$ cat src/sv/assert_macros.svh
// Assertion macros for the rotation matrix to quaternion RTL.
// Users must have clk and arst_n in scope.
`ifndef ASSERT_MACROS_SVH
`define ASSERT_MACROS_SVH
// property holds at every clock edge outside reset
`define RMQ_ASSERT(lbl, prop, msg) \
	lbl: assert property (@(posedge clk) disable iff (!arst_n) prop) else $error(msg);
// condition is never true outside reset
`define RMQ_NEVER(lbl, cond, msg) \
	lbl: assert property (@(posedge clk) disable iff (!arst_n) !(cond)) else $error(msg);
`endif

$ cat src/sv/rmq_sqrt_pipe.sv
// Pipelined integer square root, one root bit per stage.
// Depends on nothing but its parameters.
module rmq_sqrt_pipe #(
	parameter int NW     = 46,
	parameter int SW     = 23,
	parameter int SIDE_W = 8
) (
	input  logic              clk,
	input  logic              arst_n,
	input  logic              in_vld,
	input  logic [NW-1:0]     rad,
	input  logic [SIDE_W-1:0] side_in,
	output logic              out_vld,
	output logic [SW-1:0]     root,
	output logic [SIDE_W-1:0] side_out
);
	localparam int RW = NW + 2;

	logic              vld_s  [SW+1];
	logic [RW-1:0]     rem_s  [SW+1];
	logic [SW-1:0]     root_s [SW+1];
	logic [SIDE_W-1:0] side_s [SW+1];

	assign vld_s[0]  = in_vld;
	assign rem_s[0]  = RW'(rad);
	assign root_s[0] = '0;
	assign side_s[0] = side_in;

	for (genvar g = 0; g < SW; g++) begin : g_stage
		localparam int B = SW - 1 - g;
		logic [RW-1:0] test;
		logic          take;

		// (root + 2^B)^2 - root^2 = root*2^(B+1) + 2^(2B)
		assign test = (RW'(root_s[g]) << (B + 1)) + (RW'(1) << (2 * B));
		assign take = rem_s[g] >= test;

		always_ff @(posedge clk or negedge arst_n) begin
			if (!arst_n) begin
				vld_s[g+1] <= 1'b0;
			end else begin
				vld_s[g+1] <= vld_s[g];
			end
		end

		always_ff @(posedge clk) begin
			rem_s[g+1]  <= take ? rem_s[g] - test : rem_s[g];
			root_s[g+1] <= take ? (root_s[g] | (SW'(1) << B)) : root_s[g];
			side_s[g+1] <= side_s[g];
		end
	end

	assign out_vld  = vld_s[SW];
	assign root     = root_s[SW];
	assign side_out = side_s[SW];
endmodule

$ cat config.mk
export PLATFORM = sky130hd
export DESIGN_NAME = rmq_sqrt_pipe
export DESIGN_NICKNAME = d
export VERILOG_FILES = /design/src/sv/assert_macros.svh /design/src/sv/rmq_sqrt_pipe.sv
export SDC_FILE = /design/constraint.sdc
export NUM_CORES = 2
export LEC_CHECK = 0
export BUFFER_PORTS_ARGS = -buffer_cell sky130_fd_sc_hd__buf_4
export CAP_MARGIN = 20
export CORE_ASPECT_RATIO = 0.7
export CORE_MARGIN = 5
export CORE_UTILIZATION = 53
export DETAILED_ROUTE_END_ITERATION = 16
export GPL_ROUTABILITY_DRIVEN = 0
export PLACE_DENSITY = 0.66
export SKIP_CTS_REPAIR_TIMING = 1
export SLEW_MARGIN = 15
export SYNTH_ARGS = -nofsm -noshare
export SYNTH_HDL_FRONTEND = slang
export SYNTH_SLANG_ARGS = --single-unit
$ cat constraint.sdc
create_clock -name clk -period 3.29 [get_ports clk]
set_input_delay 0.987 -clock clk [delete_from_list [all_inputs] [get_ports clk]]
set_output_delay 0.987 -clock clk [all_outputs]
set_load 0.02 [all_outputs]
After elaboration in Yosys (flattened, before gate mapping) --
Index checks and enable logic that the tools add are counted.
Cells by class: order comparisons 23, multiplexer cells 23, add/subtract/negate cells 44
Operator list (number):
- two-way mux 48 bit | 21
- >= comparator 48 bit | 4
- subtractor 48 bit | 3
- >= comparator 48 x 29 -> 1 bit | 1
- >= comparator 48 x 30 -> 1 bit | 1
- >= comparator 48 x 31 -> 1 bit | 1
- >= comparator 48 x 32 -> 1 bit | 1
- >= comparator 48 x 33 -> 1 bit | 1
- >= comparator 48 x 34 -> 1 bit | 1
- >= comparator 48 x 35 -> 1 bit | 1
- >= comparator 48 x 36 -> 1 bit | 1
- >= comparator 48 x 37 -> 1 bit | 1
- >= comparator 48 x 38 -> 1 bit | 1
- >= comparator 48 x 39 -> 1 bit | 1
- >= comparator 48 x 40 -> 1 bit | 1
- >= comparator 48 x 41 -> 1 bit | 1
- >= comparator 48 x 42 -> 1 bit | 1
- >= comparator 48 x 43 -> 1 bit | 1
- >= comparator 48 x 44 -> 1 bit | 1
- >= comparator 48 x 45 -> 1 bit | 1
- >= comparator 48 x 46 -> 1 bit | 1
- subtractor 48 x 29 -> 48 bit | 1
- subtractor 48 x 30 -> 48 bit | 1
- subtractor 48 x 31 -> 48 bit | 1
- other kinds (41) | 41
Storage, ports and cells: output and inout port bits 32, word-level logic and storage cells 204, register bits 1791, bits of input ports 57

Logic depth before layout (Yosys ltp) --
depth in word-level cells 3, mapped depth 13, depth with buffers taken out 11

Least setup slack after synthesis --
Ideal clock, no wire load.
kind register to register, start register root_s[289] in the netlist's numbering, end register rem_s[572] in the netlist's numbering, path slack 0.318 ns, period minus slack after synthesis 2.972 ns, path buffers 0, stages on the path, launching flop included 11, required time 3.218 ns, setup time 0.072 ns, arrival 2.901 ns, cells stage by stage dfxtp_1 > inv_1 > ha_1 > a21o_1 > a21o_1 > a21o_1 > a221o_1 > a2111oi_1 > nor3b_1 > nor3b_1 > xor2_1
Between the ends: cells in the longest elaborated chain, start to end 3, elaborated cells between the ends (all ways) 4, those cells by class add/sub: 2; order compare: 1; mux: 1
Ends and longest elaborated chain:
- start: declaration | RTL line rmq_sqrt_pipe.sv:21 | logic [SW-1:0] root_s [SW+1];
- start signal: indexed assignment | RTL line rmq_sqrt_pipe.sv:48 | root_s[g+1] <= take ? (root_s[g] | (SW'(1) << B)) : root_s[g];
- adder 35 x 23 -> 36 bit * | RTL line rmq_sqrt_pipe.sv:35 | assign test = (RW'(root_s[g]) << (B + 1)) + (RW'(1) << (2 * B));
- subtractor 48 x 36 -> 48 bit or >= comparator 48 x 36 -> 1 bit (tied branches) | RTL line rmq_sqrt_pipe.sv:47, rmq_sqrt_pipe.sv:36
- two-way mux 48 bit * | RTL line rmq_sqrt_pipe.sv:47 | rem_s[g+1] <= take ? rem_s[g] - test : rem_s[g];
- end signal: indexed assignment | RTL line rmq_sqrt_pipe.sv:47
- end: declaration | RTL line rmq_sqrt_pipe.sv:20 | logic [RW-1:0] rem_s [SW+1];
Mark *: on every way between the ends. The rest lies on a longest branch, timed or not. A chain may end at the register's enable or synchronous reset.

Worst setup path in the final report --
start register rem_s[230] in the netlist's numbering, end register rem_s[154] in the netlist's numbering
Between the ends: cells in the longest elaborated chain, start to end 2
Ends and longest elaborated chain:
- >= comparator 48 bit | RTL line rmq_sqrt_pipe.sv:36 | assign take = rem_s[g] >= test;
- two-way mux 48 bit | RTL line rmq_sqrt_pipe.sv:47
Every way passes these cells.

==> results by stage <==
Logic synthesis:
- In the synthesized netlist the dominant register cell turns out to be sky130_fd_sc_hd__dfxtp_1.
- In the post-synthesis netlist, the cell with the most instances is sky130_fd_sc_hd__dfxtp_1.
- The sequential fraction of the synthesis area is 0.567.
- For this run, the number of Yosys warnings is 0.
- After synthesis the netlist holds a flip-flop and latch count of 1538.
- The average instance in the mapped netlist occupies 10.5 µm².
- The share of Yosys cell area claimed by the top area cell type is 0.557.
- Counting flops with a built-in enable in the synthesized netlist gives 0.
- The post-synthesis async set-or-reset flop share is 0.0150.
- The total standard cell area after synthesis is 0.0545 mm².
- Ranked by total cell area, the synthesized netlist is headed by sky130_fd_sc_hd__dfxtp_1 (56%), sky130_fd_sc_hd__ha_1 (6.8%), sky130_fd_sc_hd__xor2_1 (3.8%).
- The gate count after technology mapping is 5182.
- The number of different library cells used by synthesis comes to 90.
- Ranked by instance count, the synthesized netlist is headed by sky130_fd_sc_hd__dfxtp_1 (1515), sky130_fd_sc_hd__inv_1 (364), sky130_fd_sc_hd__nand2_1 (317).
- sky130_fd_sc_hd__dfxtp_1 takes more of the synthesized area than any other cell.
- Synthesis produced a netlist with a net count of 5534.

Worst setup path:
- For the worst flop-to-flop path, the logic depth is 8.
- The destination of the worst register-to-register timing path is rem_s[154].
- Across all register-to-register paths, the minimum setup slack is 30 ps.
- The category of the most critical setup path is reg2reg.
- At the worst endpoint, the arrival time is 3900 ps.
- The endpoint required time on the critical path is 3930 ps.
- The startpoint of the most critical register-to-register path is rem_s[230].
- STA classifies the critical path startpoint as a flip-flop.
- The worst setup path is captured at a flip-flop.
- The highest fanout seen on the critical path is 36.

Timing:
- Dividing the final minimum period by the clock period gives 0.992.
- The number of slew-limit violations in the final report came to 0.
- The headroom to the max-slew limit is 0.397.
- The post-route worst setup slack is 27.4 ps.
- For the finished layout, the period the worst path requires is 3260 ps.
- The slew at the pin closest to its max-slew limit is 897 ps.
- The count of final hold-check violations was 0.
- Setup violations remaining at the end of the flow were counted as 0.
- Based on the critical path, the design can be clocked at up to 0.307 GHz.
- The worst clock skew is 21.1 ps.

Clock tree:
- The clock drives 1538 sinks.
- Clock-pin slew was measured on the worst setup and hold paths at 70 ps.
- TritonCTS built the clock tree.
- The tree is rooted in a sky130_fd_sc_hd__clkbuf_16.
- The clock reaches the later pin of the worst-skew pair after 750 ps.
- The count of H-tree levels built during CTS is 4.
- The TritonCTS buffer count is 142.
- The maximum buffer depth of the clock tree is 3.

GRT:
- Global routing finished with a remaining overflow of 0.
- The pin count of the biggest net entering global routing is 37.
- The number of global-route vias before repair is 35400.
- The wire length of the first global-routing pass is 200000 µm.
- The number of antenna violations at the first check in global routing is 3.
- The overall routing resource usage is 0.232.

Floorplan:
- The region available for standard cell placement spans 0.102 mm².
- The starting density of the core is 0.534.
- The initialized floorplan defines 98 standard-cell rows.
- The die footprint is 0.109 mm².
- The top-level I/O count is 89.
- The overall die width is 393 µm.
- The die is 278 µm tall.

Pwr:
- The power density relative to cell area is 820 mW/mm².
- The worst supply voltage drop on vdd is 479 µV.
- The leakage power total is 28.9 nW.

Routing:
- The via density per instance is 5.41.
- The routed layout has 37900 vias.
- The count of TritonRoute iterations in the first routing pass is 6.
- The final wirelength is 128000 µm.
- Dividing the detail-routed wire length by the instance count gives 18.3 µm.
- Once detail routing completed, the nets flagged for antenna violations numbered 0.
- In this run, the number of DRC markers left after iteration 0 of detailed routing was 3455.
- For this run, design rule violations remaining after detail routing come to 0.

Placement:
- The half-perimeter wire length of the detailed placement result is 97000 µm.
- At the placement stage, the worst setup path has a slack of -88.2 ps.
- During placement, the flow inserted port buffers numbering 88.

Run:
- Max-cap violations in this run came to 0.

Cells and area:
- At the end of the flow the core is filled with cells to 0.621.
- Of the cells placed in the final design, the portion with a size suffix greater than 1 is 0.122.
- In the final design database the tool counted 5893 nets.
- From synthesis to final layout, the design area changed by 16.3%.
- The layout has 8311 filler cells.

Run status:
- The flow ran to the end, and the final reports show no timing, DRC or antenna violations.

Hold path:
- The min-delay analysis places its worst path in the category in2async.
[final cells by class]
cell class | instances | area [µm²] | share of cell area
flip-flops and latches | 1538 | 30900 | 0.488
multi-input cells | 3173 | 22000 | 0.347
clock buffers | 207 | 4140 | 0.0653
repair buffers | 320 | 2540 | 0.0401
well taps | 1350 | 1690 | 0.0267
inverters | 366 | 1370 | 0.0217
clock inverters | 55 | 757 | 0.0119
diodes | 1 | 2.50 | 0.0000395
[metal layers]
layer  vias to the layer above  wire [µm]  global-route usage
li1                      18700          -                   -
met1                     17900      71700               0.403
met2                      1200      40900               0.255
met3                       132      13700              0.0815
met4                         4       1750              0.0502
met5                         -        112                   0
[flip-flops by register name, indices dropped and copies added, names as in the netlist]
register	count
rem_s	1055
side_out	8
root	23
root_s	253
vld_s	22
out_vld	1
side_s	176
[cells by family (layout without fill, tap and decap cells)]
family          after synthesis  count (layout)  share of synthesized area
simple gates               1475            1475                      0.143
other cells                   1               2                  0.0000688
compound gates              880             880                      0.102
xor+xnor                    461             461                     0.0741
mux                          61              61                     0.0124
fa+ha+maj                   295             295                     0.0678
flops                      1538            1538                      0.567
buf+inv                     471             948                     0.0341
[per-stage QoR]
stage	TNS, ps	area [µm²]	std cells	power, mW	hold slack, ps
after floorplan	0	54500	5182	31.5	310
after global placement	-26550	58100	6737	34.8	310
after detailed placement	-238	58200	6739	35.0	312
after CTS	-412	63100	7001	52.1	55.5
after global routing	-34.5	63400	7009	54.7	87.5
final	0	63400	7010	52.0	118
[layout by cell type (no fill, tap or decap), drive strengths merged, types with 14 or more instances in the layout]
cell and n:
dfxtp 1515, inv 375, buf 318, nand2 317, ha 295, nor2 289, o21ai 247, a21oi 239
xor2 238, xnor2 223, clkbuf 208, nor4 172, nor3 170, a21o 88, nand3 78, or3 71
nand4 68, o21a 64, nand2b 53, mux2 47, or4 42, o31ai 40, nor2b 38, clkinv 30
a211oi 29, nor4b 26, or2 25, and2 24, dfrtp 23, o211ai 19, and3 19, and4 19
o21bai 18, nand4b 18, nand3b 16, mux2i 14, nor3b 14
[critical path: stages (launching register included)]
cell	delay (ps)
sky130_fd_sc_hd__dfxtp_1	350
sky130_fd_sc_hd__or4_4	550
sky130_fd_sc_hd__nand2b_1	210
sky130_fd_sc_hd__or3_4	370
sky130_fd_sc_hd__or4_4	570
sky130_fd_sc_hd__a211o_4	360
sky130_fd_sc_hd__buf_4	190
sky130_fd_sc_hd__buf_12	170
sky130_fd_sc_hd__mux2_1	340
[power by group]
part | total (mW) | leakage (nW) | switching [mW] | internal, mW
clock | 16.8 | 2.39 | 7.16 | 9.68
combinational | 10.2 | 13.5 | 5.56 | 4.66
sequential | 24.9 | 13.0 | 2.76 | 22.2
[worst max path at each step]
stage	from	to	slack (ps)	depth (start not counted)
after global routing	root_s[181]	rem_s[334]	-10	12
after CTS	root_s[177]	rem_s[332]	-130	10
after detailed placement	root_s[177]	rem_s[332]	-90	10
final	rem_s[230]	rem_s[154]	30	8
after global placement	root_s[181]	rem_s[332]	-1080	10
after floorplan	root_s[289]	rem_s[572]	320	10
No activity file was read; power rests on OpenSTA's default activity.
